**config.mk**
```make
export PLATFORM = sky130hd
export DESIGN_NAME = nwc_ram
export DESIGN_NICKNAME = d
export VERILOG_FILES = /design/src/design/nwc_ram.sv
export SDC_FILE = /design/constraint.sdc
export NUM_CORES = 2
export LEC_CHECK = 0
export ABC_AREA = 1
export BUFFER_PORTS_ARGS = -buffer_cell sky130_fd_sc_hd__buf_2
export CORE_ASPECT_RATIO = 2
export CORE_MARGIN = 4
export CORE_UTILIZATION = 35
export DETAILED_ROUTE_END_ITERATION = 8
export GPL_TIMING_DRIVEN = 1
export PLACE_DENSITY = 0.57
export SLEW_MARGIN = 5
export SYNTH_ARGS = -nofsm -noshare
export SYNTH_HDL_FRONTEND = slang
export SYNTH_SLANG_ARGS = --single-unit
```
**constraint.sdc**
```tcl
create_clock -name clock -period 2.2 [get_ports clock]
set_clock_uncertainty 0.05 [all_clocks]
set_input_delay 0.44 -clock clock [delete_from_list [all_inputs] [get_ports clock]]
set_output_delay 0.44 -clock clock [all_outputs]
set_load 0.01 [all_outputs]
```
**src/design/nwc_ram.sv**
```systemverilog
// Generic single-write, single-read RAM with a registered read port.
module nwc_ram #(
   parameter int WIDTH = 16,
   parameter int DEPTH = 256
) (
   input  logic                     clock,
   input  logic                     wr_en,
   input  logic [$clog2(DEPTH)-1:0] wr_addr,
   input  logic [WIDTH-1:0]         wr_data,
   input  logic                     rd_en,
   input  logic [$clog2(DEPTH)-1:0] rd_addr,
   output logic [WIDTH-1:0]         rd_data
);

   logic [WIDTH-1:0] mem_ff [DEPTH];
   logic [WIDTH-1:0] rd_data_ff;

   always_ff @(posedge clock) begin
      if (wr_en) begin
         mem_ff[wr_addr] <= wr_data;
      end
      if (rd_en) begin
         rd_data_ff <= mem_ff[rd_addr];
      end
   end

   assign rd_data = rd_data_ff;

endmodule

```
== Word level (Yosys, flattened, before mapping) ==
Memory sizes are Yosys's and may differ from the RTL's. A register that Yosys moved wholly into a read port is not among the register bits.
Cells that the tools add are included.
W data, S select, Z words.
Cells by class
  multiplexer cells: 2
Operators with widths (number)
  $mux W1: 2
Storage, ports and cells
  logic and storage cells: 3
  bits in registers: 0
  memories kept: 1
  bits in writable memories: 4096
  output and inout port bits: 16
  bits of input ports: 35
Memory list
  mem_ff: words 256, width 16, read ports 1, clocked after Yosys merged registers in 1, write ports 1, RTL line 15  | logic [WIDTH-1:0] mem_ff [DEPTH];

== Depth between registers and ports, before layout ==
  word-level depth: 2
  depth in mapped cells: 15
  mapped depth without buffers: 11

== Least setup slack after synthesis ==
OpenSTA, ideal clock, no wires.
  path type: input port to flip-flop
  from: in wr_en
  to: mem mem_ff[164][0] (enable)
  data arrival time: 1892 ps
  slack: -130 ps
  path buffers: 2
  cell stages on the path: 4
  data required time: 1762 ps
  setup time: 388 ps
  cell sequence: clkbuf_1 nand3_1 clkbuf_1 nor2_1
On the way
  word-level cells in the longest chain between the ends: 2
RTL lines
  start: declaration: RTL line 7  | input logic wr_en,
  $mux W1: RTL line 19  | if (wr_en) begin
  $mux W1 (implied by the code): RTL line 20  | mem_ff[wr_addr] <= wr_data;
  end: declaration: RTL line 15
No other way between the ends.

== Worst setup path in the final report ==
  from: reg rd_data_ff[7] (netlist: rd_data[7]) (read register of mem_ff)
  to: out rd_data[7]
RTL lines
  start: declaration: RTL line 16  | logic [WIDTH-1:0] rd_data_ff;
  end: declaration: RTL line 12  | output logic [WIDTH-1:0] rd_data
No word-level cell between the ends.

==> results by stage <==
Clock tree:
- TritonCTS built the clock tree.
- In this run the post-CTS setup repair buffer count came out at 0.
- The number of clock buffers added by TritonCTS is 330.
- The root buffer cell chosen for the clock tree is clkbuf_16.
- The insertion delay to the later sink of the worst-skew pair is 0.98 ns.
- The H-tree was split into 5 levels.
- The clock drives 4112 sinks.
- Clock-pin slew was measured on the worst setup and hold paths at 0.07 ns.
- The worst-case clock buffer depth is 4.

Floorplan:
- The floorplan step set the die height to 982 um.
- For this configuration, the core starts out at a cell density of 35.1%.
- The core region is 472000 um^2.
- In this run the core area contains 357 standard-cell rows.
- Measured along the x axis, the die boundary spans 495 um.
- The die footprint is 486000 um^2.
- The boundary pin count is 51.

Flow run:
- The max-capacitance violation count is 0.

Final layout:
- Summing all multi-input logic gate instances after layout gives 37700 um^2.
- The net total in the final layout is 14451.
- The share of final-layout standard cells stronger than drive strength 1 is 13.5%.
- The area taken by flip-flops and latches is 123000 um^2.
- From synthesis to final layout, the design area changed by 18.7%.
- Summing all non-filler instances in the final layout gives an area of 197000 um^2.
- The count of filler cells inserted in the layout is 43512.

Timing:
- The final cycle utilization of the critical path is 117%.
- The number of pins with negative max-slew slack in the final report is 0.
- The total of endpoints with negative setup slack in the final report is 9.
- The headroom to the max-slew limit is 43.9%.
- Subtracting the final worst setup slack from the clock period gives 2.57 ns.
- Setup repair after global routing could not meet its margin everywhere.
- The final-report hold violation count came to 0.
- At the pin with the least slew margin, the transition time is 0.841 ns.
- The maximum clock rate is 389 MHz.
- The worst hold slack is 0.0863 ns.
- The final worst setup slack is -0.371 ns.

Outcome:
- The final reports fail on negative setup slack.
- The run finished, with violations left.

Critical path:
- Setup slack on the worst reg-to-reg path comes out at 0.03 ns.
- The worst flop-to-flop path startpoint is mem_ff[103][9]$_DFFE_PP_.
- The worst setup path is launched from a flop.
- The required time of the critical path is 1.71 ns.
- STA classifies the critical path endpoint as a primary output.
- Traced cell by cell, the critical path runs through buf_2.
- The slowest stage of the critical path belongs to the cell edfxtp_1.
- The arrival time reported for the critical path endpoint is 2.08 ns.
- The longest individual stage delay on the worst path is 0.84 ns.
- The maximum fanout count along the critical path is 1.
- Counting cells, the worst reg-to-reg path comes to 10.
- The family with the most delay on the worst path is flip-flops.
- The destination of the worst register-to-register timing path is rd_data[9]$_DFFE_PP_.
- The total buffers and inverters traversed by the critical path is 1.
- The critical path is of the flop to primary output type.

Yosys:
- The net count after synthesis is 13652.
- After synthesis, the netlist uses 14 different library cells.
- The post-synthesis instance area is 166000 um^2.
- The count of state elements after synthesis is 4112.
- In the synthesized netlist, the number of instances is 13617.
- The yosys synthesis warning count is 0.
- The average footprint of a synthesized cell is 12.2 um^2.
- The proportion of synthesized chip area in sequential cells is 74.4%.

Power and ir drop:
- The power density over the cells is 814 nW/um^2.
- The maximum ir drop on the vdd rail is 0.000610 V.
- The cell leakage power is 69.2 nW.

Routing:
- After detailed routing, the average wire length per cell comes to 26.1 um.
- Dividing the detail-routed via count by the number of cells gives 5.32.
- The remaining design rule violation count is 0.
- The detailed router's first-iteration violation count is 10040.
- The total number of vias is 111471.
- The first-pass iteration count of the detailed router is 6.
- The final antenna-violating net count is 0.
- The final layout contains routed wiring with a total length of 547 mm.

Global route:
- The number of global-route vias before repair was 109402.
- Entering global routing, the biggest net connects 81 pins.
- The initial antenna violation count is 22.
- The aggregate global-route resource usage is 21.9%.
- The wire length of the first global-routing pass is 778 mm.
- After global routing the overflow that remains totals 0.

Min path:
- The cell depth of the worst min-delay path is 1.
- The worst hold path class is input port to flop.
- The worst hold path begins at rd_en.
- The worst hold path terminates at rd_data[8]$_DFFE_PP_.

Placement:
- After detailed placement, the total cell area comes to 185000 um^2.
- The number of input and output port buffers inserted is 50.
- The half-perimeter wire length after placement is 360 mm.
- The final weighted congestion in routability-driven placement is 0.898.
[power by group]
part	leakage [nW]	total, mW	switching [mW]	internal [mW]
Clock	5.30	61.3	28.5	32.7
Sequential	37.0	86.4	0.115	86.3
Combinational	27.0	12.6	8.78	3.80
Total	69.2	160	37.4	123
[cell usage after synthesis]
master | instances | share of area [%]
nor2_1 | 283 | 0.64
buf_1 | 70 | 0.16
inv_1 | 35 | 0.079
edfxtp_1 | 4112 | 74
buf_8 | 1 | 0.0090
inv_2 | 2 | 0.0045
nand2_1 | 4211 | 9.5
clkbuf_1 | 154 | 0.35
buf_4 | 163 | 0.74
inv_4 | 2 | 0.0075
buf_2 | 495 | 1.5
nand3_1 | 4035 | 12
buf_12 | 1 | 0.012
buf_6 | 53 | 0.36
[registers in the layout (all words and copies together) (netlist names)]
register  cells
rd_data      16
mem_ff     4096
[cell families (layout without fill, tap and decap cells)]
family / count (synthesis) / after routing / share of synthesized area, %
simple gates: 8529 / 8529 / 22.3
flops: 4112 / 4112 / 74.4
buf+inv: 976 / 2035 / 3.21
other cells: 0 / 7 / 0
[area by class of cell]
cell class                      count  share of cell area (%)
Sequential cell                  4112                    62.7
Multi-Input combinational cell   8529                    19.1
Timing Repair Buffer             1403                    8.56
Clock buffer                      391                    4.36
Tap cell                         6282                    3.99
Clock inverter                    201                    1.15
Inverter                           39                   0.102
Antenna cell                        7                 0.00889
Timing Repair inverter              1                 0.00445
[worst max path at each step]
stage | start | endpoint | slack (ns) | cells after the start
after global placement | rd_addr[0] | rd_data[12]$_DFFE_PP_ | -1.40 | 14
after global routing | rd_data[7]$_DFFE_PP_ | rd_data[7] | -0.41 | 1
after floorplan | wr_en | mem_ff[164][0]$_DFFE_PP_ | -0.13 | 4
after CTS | rd_data[14]$_DFFE_PP_ | rd_data[14] | -0.46 | 1
after detailed placement | rd_addr[0] | rd_data[12]$_DFFE_PP_ | -1.41 | 14
final | rd_data[7]$_DFFE_PP_ | rd_data[7] | -0.37 | 1
[routing by layer]
metal / global-route usage (%) / vias up / part of all wire [%]
met5: 0 / - / 0.012
met1: 24.1 / 56013 / 35
met2: 39.5 / 4150 / 52
met4: 14.3 / 10 / 7.8
li1: - / 50126 / -
met3: 2.46 / 1172 / 5.6
[per-stage QoR]
| step | TNS (ns) | cells | worst slack [ns] | util, % | total power [mW] |
|---|---|---|---|---|---|
| final | -1.30 | 20965 | -0.371 | 41.7 | 160 |
| after global routing | -1.49 | 20961 | -0.413 | 41.7 | 165 |
| after CTS | -1.87 | 20956 | -0.463 | 41.6 | 161 |
| after detailed placement | -19.37 | 20347 | -1.41 | 39.2 | 100 |
| after global placement | -19.06 | 20347 | -1.40 | 39.2 | 100 |
| after floorplan | -58.94 | 13617 | -0.130 | - | 93.5 |
[cell usage in the layout, fill, tap and decap left out, drive strengths merged]
cell,count
clkinvlp,7
dlygate4sd3,16
diode,7
nand3,4035
nor2,283
inv,52
nand2,4211
edfxtp,4112
buf,1385
bufinv,38
clkinv,144
clkbuf,393
[what timing repair did]
item                       4_1_cts  5_1_grt
pin swaps                        2        5
cloned                           1        2
hold buffers                    16        0
setup endpoints to repair       25       24
hold endpoints to repair       425        0
gates resized for setup         82       51
(Power assumes the default switching activity.)
